File: config.mk
export PLATFORM = sky130hd
export DESIGN_NAME = dvru_ctrl
export DESIGN_NICKNAME = d
export VERILOG_FILES = /design/src/hdl/dvru_pkg.sv /design/src/hdl/dvru_ctrl.sv
export SDC_FILE = /design/constraint.sdc
export NUM_CORES = 1
export LEC_CHECK = 0
export ABC_AREA = 1
export BUFFER_PORTS_ARGS = -buffer_cell sky130_fd_sc_hd__buf_2
export CORE_MARGIN = 5
export CORE_UTILIZATION = 49
export CTS_CLUSTER_DIAMETER = 60
export DETAILED_ROUTE_END_ITERATION = 12
export GPL_ROUTABILITY_DRIVEN = 0
export PLACE_DENSITY = 0.72
export SYNTH_ARGS = -nofsm -noshare
export SYNTH_HDL_FRONTEND = slang
export SYNTH_SLANG_ARGS = --single-unit
File: constraint.sdc
create_clock -name clock -period 1.7 [get_ports clock]
set_input_delay 0.085 -clock clock [delete_from_list [all_inputs] [get_ports clock]]
set_output_delay 0.085 -clock clock [all_outputs]
set_load 0.005 [all_outputs]
File: src/hdl/dvru_pkg.sv
`timescale 1ns / 1ps
`default_nettype none

package dvru_pkg;

   localparam int MAX_NODES    = 16;
   localparam int NODE_BITS    = $clog2(MAX_NODES);
   localparam int CNT_BITS     = $clog2(MAX_NODES + 1);
   localparam int ADDR_BITS    = 2 * NODE_BITS;
   localparam int MATRIX_DEPTH = 1 << ADDR_BITS;

   localparam int FIELD_BITS    = 5;
   localparam int COST_BITS     = 16;
   localparam int SUM_BITS      = COST_BITS + 1;
   localparam int HOP_BITS      = 5;
   localparam int OP_BITS       = 2;
   localparam int CSR_IDX_BITS  = 2;
   localparam int CSR_DATA_BITS = 16;

   localparam logic [COST_BITS-1:0]  COST_INF         = '1;
   localparam logic [COST_BITS-1:0]  CAP_RESET        = 16'd100;
   localparam logic [FIELD_BITS-1:0] MY_INDEX_RESET   = 5'd1;
   localparam logic [FIELD_BITS-1:0] NODE_COUNT_RESET = 5'd16;

   localparam logic [CSR_IDX_BITS-1:0] CSR_MY_INDEX   = 2'd0;
   localparam logic [CSR_IDX_BITS-1:0] CSR_NODE_COUNT = 2'd1;
   localparam logic [CSR_IDX_BITS-1:0] CSR_COST_CAP   = 2'd2;

   typedef enum logic [OP_BITS-1:0] {
      OP_SET_LINK     = 2'd0,
      OP_STORE_ADVERT = 2'd1,
      OP_RECOMPUTE    = 2'd2,
      OP_READ_ROUTE   = 2'd3
   } op_type;

   typedef enum logic [1:0] {
      WR_SET_LINK,
      WR_ADVERT,
      WR_CLEAR,
      WR_BACK
   } wr_sel_type;

   typedef enum logic {
      RD_ROUTE,
      RD_RELAX
   } rd_sel_type;

   typedef enum logic [1:0] {
      RESP_PLAIN,
      RESP_READ_BAD,
      RESP_READ_DATA
   } resp_kind_type;

   typedef struct packed {
      logic                 capture;
      logic                 link_write;
      logic                 mem_we;
      wr_sel_type           wr_sel;
      logic                 rd_issue;
      rd_sel_type           rd_sel;
      logic                 cur_init;
      logic                 hop_clear_self;
      logic                 respond;
      logic                 resp_accepted;
      resp_kind_type        resp_kind;
      logic [NODE_BITS-1:0] dest_idx;
      logic [NODE_BITS-1:0] via_idx;
   } cmd_type;

   typedef struct packed {
      op_type               op;
      logic                 me_ok;
      logic                 node_ok;
      logic                 col_ok;
      logic                 nbr_ok;
      logic                 write_own;
      logic [CNT_BITS-1:0]  node_cnt;
      logic [NODE_BITS-1:0] me_idx;
   } status_type;

   function automatic logic [NODE_BITS-1:0] node_to_idx(input logic [FIELD_BITS-1:0] n);
      return NODE_BITS'(n - 5'd1);
   endfunction

   function automatic logic [HOP_BITS-1:0] hop_of(input logic [NODE_BITS-1:0] idx);
      return HOP_BITS'({1'b0, idx} + 1'b1);
   endfunction

   function automatic logic [ADDR_BITS-1:0] matrix_addr(input logic [NODE_BITS-1:0] row,
                                                        input logic [NODE_BITS-1:0] col);
      return {row, col};
   endfunction

   function automatic logic [COST_BITS-1:0] reset_cost(input logic [NODE_BITS-1:0] row,
                                                       input logic [NODE_BITS-1:0] col);
      return (row == col) ? '0 : COST_INF;
   endfunction

   function automatic logic in_range(input logic [FIELD_BITS-1:0] x,
                                     input logic [CNT_BITS-1:0] n);
      return (x != '0) && (int'(x) <= int'(n));
   endfunction

endpackage

`default_nettype wire

File: src/hdl/dvru_ctrl.sv
`timescale 1ns / 1ps
`default_nettype none

module dvru_ctrl (
   input  wire logic                 clock,
   input  wire logic                 reset,
   input  wire logic                 start,
   output      logic                 busy,
   input  wire dvru_pkg::status_type status,
   output      dvru_pkg::cmd_type    cmd
);

   typedef enum logic [2:0] {
      S_IDLE,
      S_DECODE,
      S_CLEAR,
      S_D_START,
      S_ISSUE,
      S_DRAIN,
      S_WRITE_BACK,
      S_READ_WAIT
   } state_type;

   state_type                      state_ff;
   logic                           busy_ff;
   logic [dvru_pkg::CNT_BITS-1:0]  c_ff;
   logic [dvru_pkg::CNT_BITS-1:0]  v_ff;
   logic                           advert_ok;
   logic                           col_is_me;

   assign advert_ok = status.node_ok && status.col_ok && status.nbr_ok;
   assign col_is_me = (c_ff[dvru_pkg::NODE_BITS-1:0] == status.me_idx);

   always_ff @(posedge clock) begin
      if (reset) begin
         state_ff <= S_IDLE;
         busy_ff  <= 1'b0;
         c_ff     <= '0;
         v_ff     <= '0;
      end else begin
         case (state_ff)
            S_IDLE: begin
               if (start) begin
                  state_ff <= S_DECODE;
                  busy_ff  <= 1'b1;
               end
            end
            S_DECODE: begin
               case (status.op)
                  dvru_pkg::OP_RECOMPUTE: begin
                     if (status.me_ok) begin
                        state_ff <= S_CLEAR;
                        c_ff     <= '0;
                     end else begin
                        state_ff <= S_IDLE;
                        busy_ff  <= 1'b0;
                     end
                  end
                  dvru_pkg::OP_READ_ROUTE: begin
                     if (status.me_ok && status.node_ok) begin
                        state_ff <= S_READ_WAIT;
                     end else begin
                        state_ff <= S_IDLE;
                        busy_ff  <= 1'b0;
                     end
                  end
                  default: begin
                     state_ff <= S_IDLE;
                     busy_ff  <= 1'b0;
                  end
               endcase
            end
            S_CLEAR: begin
               if (c_ff == status.node_cnt - 1'b1) begin
                  c_ff     <= '0;
                  state_ff <= S_D_START;
               end else begin
                  c_ff <= c_ff + 1'b1;
               end
            end
            S_D_START: begin
               if (c_ff == status.node_cnt) begin
                  state_ff <= S_IDLE;
                  busy_ff  <= 1'b0;
               end else if (col_is_me) begin
                  c_ff <= c_ff + 1'b1;
               end else begin
                  v_ff     <= '0;
                  state_ff <= S_ISSUE;
               end
            end
            S_ISSUE: begin
               if (v_ff == status.node_cnt - 1'b1) begin
                  state_ff <= S_DRAIN;
               end else begin
                  v_ff <= v_ff + 1'b1;
               end
            end
            S_DRAIN: begin
               state_ff <= S_WRITE_BACK;
            end
            S_WRITE_BACK: begin
               c_ff     <= c_ff + 1'b1;
               state_ff <= S_D_START;
            end
            S_READ_WAIT: begin
               state_ff <= S_IDLE;
               busy_ff  <= 1'b0;
            end
            default: begin
               state_ff <= S_IDLE;
               busy_ff  <= 1'b0;
            end
         endcase
      end
   end

   always_comb begin
      cmd                = '0;
      cmd.wr_sel         = dvru_pkg::WR_SET_LINK;
      cmd.rd_sel         = dvru_pkg::RD_ROUTE;
      cmd.resp_kind      = dvru_pkg::RESP_PLAIN;
      cmd.dest_idx       = c_ff[dvru_pkg::NODE_BITS-1:0];
      cmd.via_idx        = v_ff[dvru_pkg::NODE_BITS-1:0];
      cmd.capture        = start && !busy_ff;
      case (state_ff)
         S_DECODE: begin
            case (status.op)
               dvru_pkg::OP_SET_LINK: begin
                  cmd.link_write    = status.node_ok;
                  cmd.mem_we        = status.node_ok && status.write_own && status.me_ok;
                  cmd.wr_sel        = dvru_pkg::WR_SET_LINK;
                  cmd.respond       = 1'b1;
                  cmd.resp_accepted = status.node_ok;
               end
               dvru_pkg::OP_STORE_ADVERT: begin
                  cmd.mem_we        = advert_ok;
                  cmd.wr_sel        = dvru_pkg::WR_ADVERT;
                  cmd.respond       = 1'b1;
                  cmd.resp_accepted = advert_ok;
               end
               dvru_pkg::OP_RECOMPUTE: begin
                  cmd.respond = !status.me_ok;
               end
               dvru_pkg::OP_READ_ROUTE: begin
                  if (status.me_ok && status.node_ok) begin
                     cmd.rd_issue = 1'b1;
                     cmd.rd_sel   = dvru_pkg::RD_ROUTE;
                  end else begin
                     cmd.respond   = 1'b1;
                     cmd.resp_kind = dvru_pkg::RESP_READ_BAD;
                  end
               end
               default: begin
                  cmd.respond = 1'b1;
               end
            endcase
         end
         S_CLEAR: begin
            cmd.mem_we = 1'b1;
            cmd.wr_sel = dvru_pkg::WR_CLEAR;
         end
         S_D_START: begin
            if (c_ff == status.node_cnt) begin
               cmd.respond       = 1'b1;
               cmd.resp_accepted = 1'b1;
            end else if (col_is_me) begin
               cmd.hop_clear_self = 1'b1;
            end else begin
               cmd.cur_init = 1'b1;
            end
         end
         S_ISSUE: begin
            cmd.rd_issue = 1'b1;
            cmd.rd_sel   = dvru_pkg::RD_RELAX;
         end
         S_WRITE_BACK: begin
            cmd.mem_we = 1'b1;
            cmd.wr_sel = dvru_pkg::WR_BACK;
         end
         S_READ_WAIT: begin
            cmd.respond       = 1'b1;
            cmd.resp_accepted = 1'b1;
            cmd.resp_kind     = dvru_pkg::RESP_READ_DATA;
         end
         default: begin
         end
      endcase
   end

   assign busy = busy_ff;

   // every operation ends with exactly one response
   a_busy_fall_has_resp: assert property (@(posedge clock) disable iff (reset)
      $fell(busy_ff) |-> $past(cmd.respond))
      else $error("busy dropped without a response");

   a_via_in_range: assert property (@(posedge clock) disable iff (reset)
      (state_ff == S_ISSUE) |-> (v_ff < status.node_cnt))
      else $error("via counter beyond node count");

   a_clear_in_range: assert property (@(posedge clock) disable iff (reset)
      (state_ff == S_CLEAR) |-> (c_ff < status.node_cnt))
      else $error("clear column beyond node count");

endmodule

`default_nettype wire

==> run summary <==
CP cell instances -> xor2_1, nor2_2, nand3_2, inv_1, nor2_1, o21ai_1, buf_2
DR WL/cell -> 11.4 um
Max rail drop VDD -> 0.615 mV
worst setup path endpoint -> cmd[11]
PortBufs -> 40
flop2flop setup slack -> 210 ps
Warnings, synthesis -> 0
Initial Utilization -> 51.6%
synthesis-stage register bit count -> 14
Chip Height -> 64.4 um
Worst R2R Start -> c_ff[3]
# Max-Cap Violations -> 0
# IOs -> 41
global-route wire length before repair -> 6.42 mm
Worst-path clk slew -> 90 ps
TritonRoute pass-1 iters -> 5
Slew @ Worst Pin -> 302 ps
placed cell areas -> 1620 um^2
TritonCTS clock tree -> yes
DR vias/cell -> 4.98
Final Hold Fails -> 0
nature of the critical path endpoint -> output port
CP startpoint kind -> flip-flop
most frequent cells after synthesis -> nand2_1 (81), nor2_1 (34), inv_1 (26), nand3_1 (23), dfxtp_1 (14)
initial antenna violation count -> 0
worst setup margin -> 112 ps
largest net degree at the start of global routing -> 9
Clock Sinks -> 14
Post-synth EDFFs -> 0
relative slew slack -> 79.8%
die footprint -> 4140 um^2
drt drc -> 0
f_max -> 630 MHz
Crit path largest cell delay -> 430 ps
Tmin final -> 1590 ps
non-filler instance count after layout -> 323
layout cells sized above 1 -> 31.8%
antenna viol nets, final -> 0
post-DP HPWL -> 2.92 mm
antenna cells -> 0
Placeable Area -> 2810 um^2
FF-to-FF path depth -> 13
dpl cells -> 314
DP Worst Slack -> 17.3 ps
Netlist cell types -> 27
Tot Pwr -> 1.84 mW
DRT Wirelength -> 3.68 mm
CP Class -> flip-flop to output port
worst path arrival time -> 1500 ps
Cell Rows -> 19
Syn Area/Cell -> 5.74 um^2
setup violators final -> 0
clock buffer count from CTS -> 3
HP Class -> input pin to flip-flop
ys async rst share -> 0%
Die X-Extent -> 64.4 um
pwr/cell area -> 1050 nW/um^2
r2r endpoint -> c_ff[2]
ys flop type -> dfxtp_1
hold_ws -> 39.0 ps
top cells by area, synth -> nand2_1 (21%), dfxtp_1 (19%), nor2_1 (8.8%)
total number of vias -> 1608
slowest CP cell -> dfxtp_2
fin nets -> 315
outcome -> complete, no violations
Leak Pwr -> 0.949 nW
final count of pins violating max slew -> 0
design area -> 1750 um^2
worst skew pair latency -> 280 ps
post-route clock period utilization -> 93.4%
deepest clock path buffer count -> 2
Layout Area Growth over Synthesis -> 20.8%
all-layer global routing usage -> 18.7%
Post-Syn Nets -> 274
DR iter-0 viols -> 76
Worst Setup SP -> c_ff[2]
vias in the first global route -> 1469
Synth Instances -> 252
cell taking the most area after synthesis -> nand2_1
Synth Cell Area -> 1450 um^2
setup tns final -> 0 ps
clk_skew -> 1.46 ps
area share of the largest cell type after synthesis -> 21.0%
register area share after synthesis -> 19.4%
worst-path fanout max -> 7
required time of the worst setup path -> 1620 ps
htree depth -> 1
most frequent cell after synthesis -> nand2_1
GR Overflow Total -> 0
post-layout util -> 62.4%
Root Driver -> clkbuf_4
[cells in the final DEF (no fill, tap or decap), types with 2 or more instances in the layout]
| master | n |
|---|---|
| a21oi_1 | 10 |
| buf_2 | 40 |
| buf_4 | 6 |
| clkbuf_4 | 3 |
| dfxtp_1 | 6 |
| dfxtp_2 | 6 |
| dfxtp_4 | 2 |
| ha_1 | 3 |
| inv_1 | 25 |
| inv_2 | 8 |
| inv_4 | 2 |
| nand2_1 | 77 |
| nand2_2 | 8 |
| nand3_1 | 22 |
| nand3_2 | 3 |
| nor2_1 | 33 |
| nor2_2 | 5 |
| nor2_4 | 3 |
| nor3_1 | 5 |
| o21ai_0 | 3 |
| o21ai_1 | 3 |
| xnor2_1 | 6 |
| xor2_1 | 4 |
[layout make-up]
| class | instances | area [um^2] |
|---|---|---|
| clock buffers | 4 | 36.3 |
| fillers | 294 | 1060 |
| inverters | 35 | 136 |
| multi-input cells | 193 | 997 |
| flip-flops and latches | 14 | 295 |
| well taps | 31 | 38.8 |
| repair buffers | 46 | 245 |
[worst min-delay path by stage]
stage | from | to | slack, ps | cells past startpoint
global placement | reset | state_ff[0] | 350 | 2
global route | reset | v_ff[1] | 40 | 2
detailed placement | reset | v_ff[1] | 350 | 2
finish | reset | state_ff[0] | 40 | 2
CTS | reset | state_ff[0] | 30 | 2
floorplan | reset | state_ff[0] | 150 | 1
[flip-flops by register name, indices dropped and copies added (netlist names)]
| signal | flops |
|---|---|
| c_ff | 5 |
| state_ff | 3 |
| v_ff | 5 |
| busy | 1 |
[kinds of logic (layout without fill, tap and decap cells)]
| kind of cell | after synthesis | count (layout) | share of synthesized area [%] |
|---|---|---|---|
| buffers and inverters | 45 | 85 | 14.3 |
| and+or+nand+nor | 158 | 158 | 48.0 |
| AOI/OAI and AO/OA | 20 | 20 | 7.95 |
| adders and majority gates | 3 | 3 | 2.59 |
| xor gates and xnor gates | 12 | 12 | 7.78 |
| DFF | 14 | 14 | 19.4 |
[worst max-delay path, delay by kind of cell, from the launching register on]
family | cells | cell delay [ps]
simple gates | 3 | 290
buf+inv | 2 | 180
compound gates | 1 | 110
flops | 1 | 430
xor+xnor | 1 | 200
[power breakdown]
part           switching (mW)  internal (mW)
clock                   0.118          0.130
combinational           0.636          0.402
sequential              0.132          0.425
[metal layers]
layer / global-route usage [%] / part of all wire (%) / vias to the layer above / routed length (um)
met4: 3.96 / 0.73 / 0 / 27
met2: 32.2 / 48 / 37 / 1770
met5: 0 / 0 / - / 0
li1: - / - / 855 / -
met1: 24.1 / 46 / 712 / 1690
met3: 3.50 / 5.1 / 4 / 186
[repair_timing]
item                                    in CTS  in global routing
pin swaps                                    1                  3
gates resized for setup                      6                 17
endpoints found under the setup margin       3                 11
hold buffers                                 0                  0
buffers inserted                             1                  4
(Power assumes the default switching activity.)
